===== src/design/swtl_ram.sv =====
// Generic single-port-write, single-port-read RAM with registered read data.
// No dependencies.
module swtl_ram #(
    parameter int WIDTH = 8,
    parameter int DEPTH = 16,
    localparam int AW   = $clog2(DEPTH)
) (
    input  logic             i_clk,
    input  logic             i_we,
    input  logic [AW-1:0]    i_waddr,
    input  logic [WIDTH-1:0] i_wdata,
    input  logic [AW-1:0]    i_raddr,
    output logic [WIDTH-1:0] o_rdata
);
    logic [WIDTH-1:0] r_mem [DEPTH];
    logic [WIDTH-1:0] r_rdata;

    always_ff @(posedge i_clk) begin
        if (i_we) begin
            r_mem[i_waddr] <= i_wdata;
        end
        r_rdata <= r_mem[i_raddr];
    end

    assign o_rdata = r_rdata;
endmodule


===== config.mk =====
export PLATFORM = sky130hd
export DESIGN_NAME = swtl_ram
export DESIGN_NICKNAME = d
export VERILOG_FILES = /design/src/design/swtl_ram.sv
export SDC_FILE = /design/constraint.sdc
export NUM_CORES = 1
export LEC_CHECK = 0
export BUFFER_PORTS_ARGS = -buffer_cell sky130_fd_sc_hd__buf_4
export CAP_MARGIN = 20
export CORE_ASPECT_RATIO = 1.25
export CORE_MARGIN = 1
export CORE_UTILIZATION = 45
export CTS_CLUSTER_DIAMETER = 50
export CTS_CLUSTER_SIZE = 40
export DETAILED_ROUTE_END_ITERATION = 10
export GPL_TIMING_DRIVEN = 0
export MAX_ROUTING_LAYER = met4
export PLACE_DENSITY = 0.6
export SLEW_MARGIN = 40
export SYNTH_ARGS = -nofsm -noshare
export SYNTH_HDL_FRONTEND = slang
export SYNTH_SLANG_ARGS = --single-unit
export TNS_END_PERCENT = 5

===== constraint.sdc =====
create_clock -name i_clk -period 4.3 [get_ports i_clk]
set_input_delay 0 -clock i_clk [delete_from_list [all_inputs] [get_ports i_clk]]
set_output_delay 0 -clock i_clk [all_outputs]
set_load 0.03 [all_outputs]

==> impl_metrics.env <==
export IMPL_outcome="finished, violations left"
export IMPL_failed_checks="design-rule violations"
export IMPL_htreeDepth=4
export IMPL_grtUsageMet3_pct=4.53
export IMPL_hold_violations=0
export IMPL_vias=2416
export IMPL_firstDrtPassIters=8
export IMPL_wl_per_cell_um=23.3
export IMPL_drv_cap=0
export IMPL_holdWs_ns=0.0575
export IMPL_synth_area_um2=5150
export IMPL_worstPathMaxFanout=1
export IMPL_setup_tns_final_ns=0
export IMPL_peakVddDrop_mv=0.273
export IMPL_ant_nets=0
export IMPL_area_growth_pct=20.6
export IMPL_synth_seq_cells=136
export IMPL_yosysTopAreaCell="edfxtp_1"
export IMPL_cts_resized=0
export IMPL_die_y_um=122
export IMPL_cts_root_buf="clkbuf_16"
export IMPL_grt_usage_pct=19.1
export IMPL_fin_util_pct=55.7
export IMPL_gr_total_overflow=0
export IMPL_end_kind="register"
export IMPL_clk_latency_ns=0.41
export IMPL_period_minus_slack_ns=1.44
export IMPL_numPortBuffers=24
export IMPL_path_class="register to register"
export IMPL_syn_inst=229
export IMPL_worstPathRequired_ns=4.59
export IMPL_grt_pass1_wl_um=14900
export IMPL_die_w_um=97.7
export IMPL_clk_pin_slew_ns=0.06
export IMPL_synth_area_top_cells="edfxtp_1 (75%), mux4_2 (7.9%), mux4_1 (7.1%)"
export IMPL_initial_core_util_pct=46.2
export IMPL_slew_headroom_pct=46.2
export IMPL_die_area_um2=11900
export IMPL_grt_max_degree=17
export IMPL_grt_busiest_layer="met2"
export IMPL_dp_hpwl_um=6340
export IMPL_synth_cell_types=19
export IMPL_cts_tree="done"
export IMPL_rows=43
export IMPL_grt_use_met2_pct=30.4
export IMPL_antenna_found_initial=0
export IMPL_multi_input_area_um2=1090
export IMPL_io_pins=26
export IMPL_grt_pass1_vias=2435
export IMPL_power_leakage_nw=2.09
export IMPL_fillers=855
export IMPL_hp_class="input pin to register"
export IMPL_nets=298
export IMPL_cts_buffers=17
export IMPL_cp_arrival_ns=1.73
export IMPL_drive_gt1_share_pct=31.7
export IMPL_rsz0062_at_grt="no"
export IMPL_clkSinkCount=136
export IMPL_ys_seq_area_share_pct=77.8
export IMPL_yosys_warnings=0
export IMPL_setup_viol=0
export IMPL_diodes=0
export IMPL_slew_violations=0
export IMPL_timing_fmax_mhz=694
export IMPL_avgViaCountPerCell=5.64
export IMPL_drcViolationCount=4
export IMPL_drt_wl_total_um=9990
export IMPL_syn_nets=247
export IMPL_drtIter0Drc=198
export IMPL_coreArea_um2=11100
export IMPL_cts_hold_buf=8
export IMPL_clockBufferDepth=2
export IMPL_worst_pin_slew_ns=0.804
export IMPL_avgSynthCellArea_um2=22.5
export IMPL_routabilityCongestion=0.747
export IMPL_powerDensity_nw_per_um2=498
export IMPL_period_share_pct=33.5
export IMPL_ff_latch_area_um2=4000
export IMPL_gr_usage_met1_pct=23.3
export IMPL_post_cts_buffers=0
export IMPL_power_mw=3.09
export IMPL_fin_skew_ns=0.00542
export IMPL_netlist_area_leader_share_pct=74.7
export IMPL_cp_start_kind="register"
[cells by family (layout without fill, tap and decap cells)]
| family | count (synthesis) | count (layout) | synth area share (%) |
|---|---|---|---|
| mux | 32 | 32 | 15.0 |
| compound gates | 16 | 16 | 2.33 |
| buf+inv | 10 | 74 | 1.68 |
| flops | 136 | 136 | 77.8 |
| simple gates | 35 | 35 | 3.18 |
[registers in the layout (all words and copies together) (netlist names)]
signal and cells:
o_rdata 8, r_mem 128
[report_power, final]
part | total (mW) | internal, mW | switching [mW]
Sequential | 1.49 | 1.48 | 0.00694
Combinational | 0.175 | 0.0735 | 0.102
Clock | 1.43 | 0.925 | 0.501
Total | 3.09 | 2.48 | 0.610
[per-stage QoR]
step	instance area, um2	cells	setup WS [ns]
after global routing	6210	428	2.83
after global placement	5500	388	2.25
after floorplan	5150	229	2.81
after CTS	6190	428	2.87
after detailed placement	5520	388	2.57
final	6210	428	2.86
[final timing paths]
check	start	to	slack (ns)	cells past startpoint
setup / recovery	r_mem[1][1]	o_rdata[1]	2.86	3
hold / removal	i_waddr[1]	r_mem[0][7]	0.06	2
setup reg to reg	r_mem[1][1]	o_rdata[1]	2.86	3
hold reg to reg	r_mem[15][2]	o_rdata[2]	0.68	3
[layer usage]
| metal | routed length (um) | up-vias |
|---|---|---|
| met5 | 0 | - |
| li1 | - | 1072 |
| met3 | 416 | 21 |
| met2 | 5080 | 70 |
| met1 | 4260 | 1253 |
| met4 | 228 | 0 |
[synth_stat cells]
cell type and instances:
edfxtp_1 128, mux4_2 18, a22oi_1 16, mux4_1 14
nor2_1 13, nand2_1 9, dfxtp_1 8, nor3_1 4
buf_2 3, buf_6 3, clkdlybuf4s25_2 3, nand2b_1 2
nand3b_1 2, and2_1 1, and2b_1 1, buf_4 1
nand3_1 1, nor2b_1 1, or3b_2 1
[layout by cell type, fill, tap and decap left out, drive strengths merged]
cell type	n
a22oi	16
nor3	4
and2b	1
nand2b	2
dfxtp	8
clkdlybuf4s25	3
or3b	1
edfxtp	128
clkinvlp	1
and2	1
clkinv	5
buf	31
clkbuf	24
nand3b	2
nor2b	1
nand2	9
nor2	13
mux4	32
dlygate4sd3	8
nand3	1
bufinv	2
[layout make-up]
cell class              instances  share of cell area [%]
clock buffers                  24                    8.08
flip-flops and latches        136                    64.5
multi-input cells              83                    17.6
clock inverters                 8                    1.49
well taps                     135                    2.72
plain buffers                  10                    1.39
repair buffers                 32                    4.19
[worst max-delay path, stage by stage (launching register included)]
cell and delay (ns):
edfxtp_1 0.35, mux4_1 0.57, a22oi_1 0.30, nand2_1 0.10
Power figures use the tool's default switching activity.
